$ cat src/design/cdew_pkg.sv
// Shared constants, codes and control structures of the color delta edge weight block.
package cdew_pkg;

    // Line store depth; kept a power of two so that the store slot is the low column bits.
    localparam int MAX_WIDTH    = 1024;
    localparam int ADDR_W       = $clog2(MAX_WIDTH);
    localparam int WIDTH_LIMIT  = (MAX_WIDTH < 1024) ? MAX_WIDTH : 1024;
    localparam int HEIGHT_LIMIT = 1024;

    localparam int CH_W     = 8;
    localparam int PIX_W    = 3 * CH_W;
    localparam int POS_W    = 10;
    localparam int CFG_W    = 11;
    localparam int SCALE_W  = 8;
    localparam int WEIGHT_W = 16;
    localparam int STEP_W   = 5;

    localparam int SQRT_STEPS   = 13;
    localparam int TAYLOR_TERMS = 16;

    localparam logic [31:0] ONE_Q31 = 32'h8000_0000;

    // Configuration register indexes.
    localparam logic [1:0] CFG_IMAGE_WIDTH  = 2'd0;
    localparam logic [1:0] CFG_IMAGE_HEIGHT = 2'd1;
    localparam logic [1:0] CFG_DECAY_SCALE  = 2'd2;

    // Neighbor being weighted.
    localparam logic SIDE_UP   = 1'b0;
    localparam logic SIDE_LEFT = 1'b1;

    // Argument of the exponential series: exactly one, or the fraction of the exponent.
    localparam logic XSEL_ONE  = 1'b0;
    localparam logic XSEL_FRAC = 1'b1;

    // Divider operand source: distance over scale, or series term over its index.
    localparam logic DIV_SEL_A = 1'b0;
    localparam logic DIV_SEL_K = 1'b1;

    typedef struct packed {
        logic              accept;
        logic              side;
        logic              load_sq;
        logic              sqrt_step;
        logic              div_start;
        logic              div_sel;
        logic              take_a;
        logic              exp_init;
        logic              exp_x_sel;
        logic              exp_mul;
        logic              exp_acc;
        logic              exp_end;
        logic              r_init;
        logic              r_mul;
        logic              r_take;
        logic              w_store;
        logic              w_zero;
        logic              out_load;
        logic [STEP_W-1:0] step;
    } cdew_cmd_t;

    typedef struct packed {
        logic       div_done;
        logic       a_big;
        logic [3:0] n_val;
        logic       up_ok;
        logic       left_ok;
        logic       out_free;
    } cdew_stat_t;

endpackage

$ cat src/design/cdew_ctrl.sv
// Sequencer of the edge weight block: steps one pixel through both weights.
module cdew_ctrl (
    input  logic                  clk,
    input  logic                  rst_n,
    input  logic                  in_valid,
    output logic                  in_stall,
    input  cdew_pkg::cdew_stat_t  stat,
    output cdew_pkg::cdew_cmd_t   cmd
);
    import cdew_pkg::*;

    localparam logic [3:0] ST_IDLE    = 4'd0;
    localparam logic [3:0] ST_SIDE    = 4'd1;
    localparam logic [3:0] ST_SQ      = 4'd2;
    localparam logic [3:0] ST_SQRT    = 4'd3;
    localparam logic [3:0] ST_DIVA    = 4'd4;
    localparam logic [3:0] ST_DIVA_W  = 4'd5;
    localparam logic [3:0] ST_CHECK   = 4'd6;
    localparam logic [3:0] ST_EXP_MUL = 4'd7;
    localparam logic [3:0] ST_EXP_DIV = 4'd8;
    localparam logic [3:0] ST_EXP_W   = 4'd9;
    localparam logic [3:0] ST_EXP_END = 4'd10;
    localparam logic [3:0] ST_RMUL    = 4'd11;
    localparam logic [3:0] ST_RTAKE   = 4'd12;
    localparam logic [3:0] ST_WFIN    = 4'd13;
    localparam logic [3:0] ST_OUT     = 4'd14;

    logic [3:0]        state_reg, state_next;
    logic              side_reg, side_next;
    logic              tgt_reg, tgt_next;
    logic [STEP_W-1:0] step_reg, step_next;

    always_comb
    begin
        state_next = state_reg;
        side_next  = side_reg;
        tgt_next   = tgt_reg;
        step_next  = step_reg;
        cmd        = '0;
        cmd.side   = side_reg;
        cmd.step   = step_reg;
        case (state_reg)
            ST_IDLE:
            begin
                if (in_valid)
                begin
                    cmd.accept = 1'b1;
                    side_next  = SIDE_UP;
                    state_next = ST_SIDE;
                end
            end
            ST_SIDE:
            begin
                if ((side_reg == SIDE_UP && stat.up_ok) ||
                    (side_reg == SIDE_LEFT && stat.left_ok))
                begin
                    state_next = ST_SQ;
                end
                else
                begin
                    // No neighbor on this side: the weight is zero.
                    cmd.w_zero = 1'b1;
                    if (side_reg == SIDE_UP)
                        side_next = SIDE_LEFT;
                    else
                        state_next = ST_OUT;
                end
            end
            ST_SQ:
            begin
                cmd.load_sq = 1'b1;
                step_next   = STEP_W'(SQRT_STEPS - 1);
                state_next  = ST_SQRT;
            end
            ST_SQRT:
            begin
                cmd.sqrt_step = 1'b1;
                if (step_reg == '0)
                    state_next = ST_DIVA;
                else
                    step_next = step_reg - 1'b1;
            end
            ST_DIVA:
            begin
                cmd.div_start = 1'b1;
                cmd.div_sel   = DIV_SEL_A;
                state_next    = ST_DIVA_W;
            end
            ST_DIVA_W:
            begin
                if (stat.div_done)
                begin
                    cmd.take_a = 1'b1;
                    state_next = ST_CHECK;
                end
            end
            ST_CHECK:
            begin
                if (stat.a_big)
                begin
                    // Exponent of sixteen or more: the weight underflows to zero.
                    cmd.w_zero = 1'b1;
                    if (side_reg == SIDE_UP)
                    begin
                        side_next  = SIDE_LEFT;
                        state_next = ST_SIDE;
                    end
                    else
                    begin
                        state_next = ST_OUT;
                    end
                end
                else
                begin
                    cmd.r_init   = 1'b1;
                    cmd.exp_init = 1'b1;
                    if (stat.n_val == '0)
                    begin
                        cmd.exp_x_sel = XSEL_FRAC;
                        tgt_next      = XSEL_FRAC;
                    end
                    else
                    begin
                        cmd.exp_x_sel = XSEL_ONE;
                        tgt_next      = XSEL_ONE;
                    end
                    step_next  = STEP_W'(1);
                    state_next = ST_EXP_MUL;
                end
            end
            ST_EXP_MUL:
            begin
                cmd.exp_mul = 1'b1;
                state_next  = ST_EXP_DIV;
            end
            ST_EXP_DIV:
            begin
                cmd.div_start = 1'b1;
                cmd.div_sel   = DIV_SEL_K;
                state_next    = ST_EXP_W;
            end
            ST_EXP_W:
            begin
                if (stat.div_done)
                begin
                    cmd.exp_acc = 1'b1;
                    if (step_reg == STEP_W'(TAYLOR_TERMS))
                    begin
                        state_next = ST_EXP_END;
                    end
                    else
                    begin
                        step_next  = step_reg + 1'b1;
                        state_next = ST_EXP_MUL;
                    end
                end
            end
            ST_EXP_END:
            begin
                cmd.exp_end = 1'b1;
                if (tgt_reg == XSEL_ONE)
                    step_next = STEP_W'(stat.n_val);
                else
                    step_next = STEP_W'(1);
                state_next = ST_RMUL;
            end
            ST_RMUL:
            begin
                cmd.r_mul  = 1'b1;
                state_next = ST_RTAKE;
            end
            ST_RTAKE:
            begin
                cmd.r_take = 1'b1;
                if (step_reg == STEP_W'(1))
                begin
                    if (tgt_reg == XSEL_ONE)
                    begin
                        // Integer part done; now the series of the fraction.
                        cmd.exp_init  = 1'b1;
                        cmd.exp_x_sel = XSEL_FRAC;
                        tgt_next      = XSEL_FRAC;
                        step_next     = STEP_W'(1);
                        state_next    = ST_EXP_MUL;
                    end
                    else
                    begin
                        state_next = ST_WFIN;
                    end
                end
                else
                begin
                    step_next  = step_reg - 1'b1;
                    state_next = ST_RMUL;
                end
            end
            ST_WFIN:
            begin
                cmd.w_store = 1'b1;
                if (side_reg == SIDE_UP)
                begin
                    side_next  = SIDE_LEFT;
                    state_next = ST_SIDE;
                end
                else
                begin
                    state_next = ST_OUT;
                end
            end
            ST_OUT:
            begin
                if (stat.out_free)
                begin
                    cmd.out_load = 1'b1;
                    state_next   = ST_IDLE;
                end
            end
            default:
            begin
                state_next = ST_IDLE;
            end
        endcase
    end

    always_ff @(posedge clk or negedge rst_n)
    begin
        if (!rst_n)
        begin
            state_reg <= ST_IDLE;
            side_reg  <= SIDE_UP;
            tgt_reg   <= XSEL_ONE;
            step_reg  <= '0;
        end
        else
        begin
            state_reg <= state_next;
            side_reg  <= side_next;
            tgt_reg   <= tgt_next;
            step_reg  <= step_next;
        end
    end

    assign in_stall = (state_reg != ST_IDLE);

endmodule

$ cat config.mk
export PLATFORM = sky130hd
export DESIGN_NAME = cdew_ctrl
export DESIGN_NICKNAME = d
export VERILOG_FILES = /design/src/design/cdew_pkg.sv /design/src/design/cdew_ctrl.sv
export SDC_FILE = /design/constraint.sdc
export NUM_CORES = 1
export LEC_CHECK = 0
export ABC_AREA = 1
export BUFFER_PORTS_ARGS = -buffer_cell sky130_fd_sc_hd__buf_2
export CORE_MARGIN = 5
export CORE_UTILIZATION = 56
export CTS_CLUSTER_SIZE = 30
export DETAILED_ROUTE_END_ITERATION = 16
export PLACE_DENSITY = 0.85
export SYNTH_ARGS = -nofsm -noshare
export SYNTH_HDL_FRONTEND = slang
export SYNTH_SLANG_ARGS = --single-unit
$ cat constraint.sdc
create_clock -name clk -period 2.16 [get_ports clk]
set_clock_uncertainty 0.05 [all_clocks]
set_input_delay 0.216 -clock clk [delete_from_list [all_inputs] [get_ports clk]]
set_output_delay 0.216 -clock clk [all_outputs]
set_load 0.05 [all_outputs]
# After elaboration in Yosys (flattened, before gate mapping)
# Cells that the tools add are included.
[totals] regBits=11 latch_bits=0 ramBits=0 romBits=0 input_bits=12 output_inout_bits=24 memories=0
[op_classes] add_sub_neg=2 n_mul=0 n_div=0 n_lt_le_gt_ge=0 eq_ne=29 shift=0 n_mux=53 bitwise=1 reduce_logical=14
[op_table] operator="$pmux 4 s15" n=1
[op_table] operator="$mux 4" n=13
[op_table] operator="$mux 5" n=6
[op_table] operator="$pmux 5 s6" n=1
[op_table] operator="$eq 4x4->1 const B" n=7
[op_table] operator="$mux 1" n=24
[op_table] operator="$ne 2x2->1 const B" n=11
[op_table] operator="$eq 4x3->1 const B" n=4
[op_table] operator="$reduce_and 6->1" n=2
[op_table] operator="$eq 4x2->1 const B" n=2
[op_table] operator="$logic_not 4->1" n=2
[op_table] operator="$pmux 2 s2" n=2
[op_table] operator="$reduce_bool 4->1" n=2
[op_table] operator="$mux 2" n=3
[op_table] operator="$ne 3x3->1 const B" n=2
[op_table] operator="$reduce_bool 6->1" n=1
[op_table] operator="$add 5x1->5 const B" n=1
[op_table] operator="$eq 5x1->1 const B" n=1
[op_table] operator="$eq 5x5->1 const B" n=1
[op_table] operator="$logic_not 5->1" n=1
[op_table] operator="$sub 5x1->5 const B" n=1
[op_table] operator="$eq 4x1->1 const B" n=1
[op_table] operator="$pmux 1 s2" n=2
[op_table] operator="$pmux 1 s4" n=1
[op_table] operator="other kinds (6)" n=7

# Depth between registers and ports, before layout
[logic_depth] depth_word=5 mapped_depth=11

# Worst setup path after synthesis
# No wires, ideal clock.
[synth_timing] path_type="flip-flop to output port" start="register state_reg[0]" end="output cmd[14] (netlist bit)" arrival_ns=2.024 required_ns=1.894 slack_ns=-0.130 path_stages_with_launch=6 cell_sequence="dfrtp_1 -> inv_1 -> nand2_1 -> nor2_1 -> nand2_1 -> o21ai_0"
[synth_lines] item="start, declared" line_no="cdew_ctrl.sv:28" text="logic [3:0] state_reg, state_next;"
[synth_lines] item="start signal, assigned" line_no="cdew_ctrl.sv:236" text="state_reg <= state_next;"
[synth_lines] item="end, declared" line_no="cdew_ctrl.sv:8" text="output cdew_pkg::cdew_cmd_t cmd"

==> impl_metrics.csv <==
group,metric,value,unit
status,status,"complete, no violations",
global_route,grt_pass1_wl,6499,um
floorplan,die_width,58.11,um
setup_path,start_kind,"register",
setup_path,cp-end-kind,"primary output",
drt,routed_via_density,5.318,
cts,cts_buffers,3,
placement,gp_congestion,0.9627,
logic_synthesis,synthTopCellsByArea,"nand2_1 25%, dfrtp_1 21%, nor2_1 11%, inv_1 7.2%, nand3_1 5.4%",
cts,cts_root_buffer,"clkbuf_4",
pwr,intPower,0.8796,mW
logic_synthesis,synth_edf_count,0,
sta,hold_violations,0,
cts,cts_buffer_depth,2,
cts,cts_tree,"done",
logic_synthesis,async_flop_share,1.000,
cells_and_area,largest_reg_flops,5,
logic_synthesis,ys_seq_elements,11,
pwr,power_frac_comb,0.746,
sta,setup_slack,142.7,ps
setup_path,slowest_delay,460,ps
placement,pre_cts_ws,379.5,ps
setup_path,reg2reg_depth,11,
pwr,clkPwrFrac,0.063,
pwr,leakage,0.9622,nW
drt,wl_per_cell,12.94,um
drt,drt_iter0_markers,110,
global_route,grt_pass1_vias,1448,
setup_path,arrival,1750,ps
global_route,grt_overflow,0,
logic_synthesis,yosysWarnings,0,
pwr,p_seq_frac,0.190,
logic_synthesis,synth-main-ff-cell,"dfrtp_1",
floorplan,boundaryPins,36,
placement,dpl.hpwl,3152,um
sta,tightestPinTransition,351.4,ps
hold_path,whs_path_depth,4,
floorplan,start_util,0.5860,
setup_path,cp.required,1890,ps
cells_and_area,drive_above_1_share,0.2299,
cells_and_area,design_area,1544,um^2
cells_and_area,n_antenna_cell,0,
pwr,p_per_area,1617,nW/um^2
logic_synthesis,post-synth-top-count-cell,"nand2_1",
floorplan,core,2212,um^2
sta,period_needed,2017,ps
logic_synthesis,synth_nets,252,
drt,ant_nets,0,
pwr,power.net_switching,1.617,mW
sta,maxSlewViolCount,0,
placement,portBuffers,35,
floorplan,die_h,58.11,um
drt,wl_met3,382,um
setup_path,worstSetupPathDepth,7,
sta,max-slew-margin-rel,0.7658,
floorplan,die_area,3377,um^2
logic_synthesis,ys_types,25,
setup_path,crit_buf_inv,2,
drt,highest_layer,"met4",
cts,clk_latency,280,ps
setup_path,crit_fanout,7,
logic_synthesis,synth.avg_cell_area,5.493,um^2
cells_and_area,finalNetCount,291,
drt,num_vias,1606,
drt,firstDrtPassIters,5,
sta,max_freq,495.7,MHz
global_route,grt_usage,0.2444,
global_route,antenna_found_initial,0,
placement,postPlaceCellArea,1494,um^2
sta,setup_viol_count_final,0,
logic_synthesis,synthCells,236,
setup_path,crit_path_frequent_cell,"nand2_1",
floorplan,core.rowCount,17,
drt,post-route-drc-count,0,
sta,finalCritPeriodShare,0.9339,
cts,clk_pin_slew,90,ps
drt,routedLengthMet1,1872,um
setup_path,cp_cell_sequence,"inv_1 -> ha_1 -> nand3_1 -> nor2_2 -> nand2_1 -> nand2_1 -> buf_2",
cts,h-tree-depth,1,
global_route,grt_max_degree,12,
setup_path,crit_family,"flip-flops",
drt,drt_wl_total,3907,um
drt,wl_met2,1633,um
setup_path,slowest_stage,"dfrtp_1",
cts,clock_sinks,11,
hold_path,min_path_type,"input port to register",
pwr,vdd_drop_max,0.001114,V
pwr,switching_share,0.6476,
flow_run,cap_violations,0,
logic_synthesis,yosysSeqAreaShare,0.2124,
logic_synthesis,synthTopCellsByCount,"87 x nand2_1, 38 x nor2_1, 25 x inv_1",
setup_path,crit_type,"register to primary output",
cells_and_area,area_growth,19.11,%
logic_synthesis,syn_area,1296,um^2
logic_synthesis,synth_top_area_cell,"nand2_1",
logic_synthesis,synth_top_area_share,0.2519,
## tightest hold or removal path: stages
cell and delay, ps:
buf_2 70, inv_1 40, nor2_1 120, o21ai_0 100
## final timing paths
check / start / endpoint / slack, ps
setup / recovery: step_reg[1] / cmd[15] / 140
hold / removal: in_valid / side_reg / 260
setup reg to reg: step_reg[0] / step_reg[4] / 430
hold reg to reg: step_reg[4] / step_reg[4] / 540
max in group asynchronous: rst_n / state_reg[3] / 1540
min in group asynchronous: rst_n / side_reg / 280
## final cells by class
cell class / instances / area [um^2]
Inverter: 29 / 108.9
Tap cell: 28 / 35.03
Multi-Input combinational cell: 194 / 909.6
Fill cell: 226 / 668.1
Clock buffer: 4 / 26.28
Timing Repair Buffer: 36 / 187.7
Sequential cell: 11 / 276.5
## power groups by stage
stage / Combinational [mW] / Clock (mW) / Sequential [mW]
after floorplan: 1.35 / 0 / 0.540
after global placement: 1.82 / 0 / 0.465
after detailed placement: 1.83 / 0 / 0.465
after CTS: 1.84 / 0.156 / 0.461
after global routing: 2.07 / 0.172 / 0.495
final: 1.86 / 0.158 / 0.475
## layout by cell type (no fill, tap or decap), types with 2 or more instances in the layout
cell,netlist,routed
nand2_2,4,5
buf_2,1,34
o21ai_1,1,2
nand2_1,87,86
inv_2,4,4
dfrtp_1,11,10
ha_1,4,4
clkbuf_4,0,4
nand3_1,14,14
o211ai_1,2,2
nor3_1,5,5
o21ai_0,14,13
a21oi_1,7,7
inv_1,25,25
nor2_2,7,10
nand3_2,2,2
nor2_1,38,35
xor2_1,2,2
## per-layer routing
layer,vias up,track usage
met2,82,0.3500
li1,812,-
met5,-,0
met3,3,0.03118
met1,709,0.3809
met4,0,0.05960
## through the flow
step	setup TNS [ps]	total power [mW]	util	cells	hold slack [ps]
2_1_floorplan	0	1.889	-	236	-129.6
3_5_place_dp	0	2.292	0.6753	297	61.92
5_1_grt	-4.785	2.732	0.6980	302	275.0
3_3_place_gp	0	2.288	0.6753	297	64.26
4_1_cts	0	2.453	0.6917	302	258.6
6_report	0	2.496	0.6980	302	255.7
## cell families after synthesis
logic type	after synthesis	synth area share
buffers and inverters	31	0.09362
adder cells (fa/ha/maj)	4	0.03861
AO/OA/AOI/OAI	24	0.09652
AND/OR/NAND/NOR	164	0.5454
flip-flops	11	0.2124
XOR/XNOR	2	0.01352
## what timing repair did
action | in CTS | in global routing
hold buffers | 1 | 0
resized for setup | 0 | 6
hold endpoints to repair | 11 | 0
buffers inserted | 0 | 0
setup endpoints to repair | 0 | 3
(Power assumes the default switching activity.)
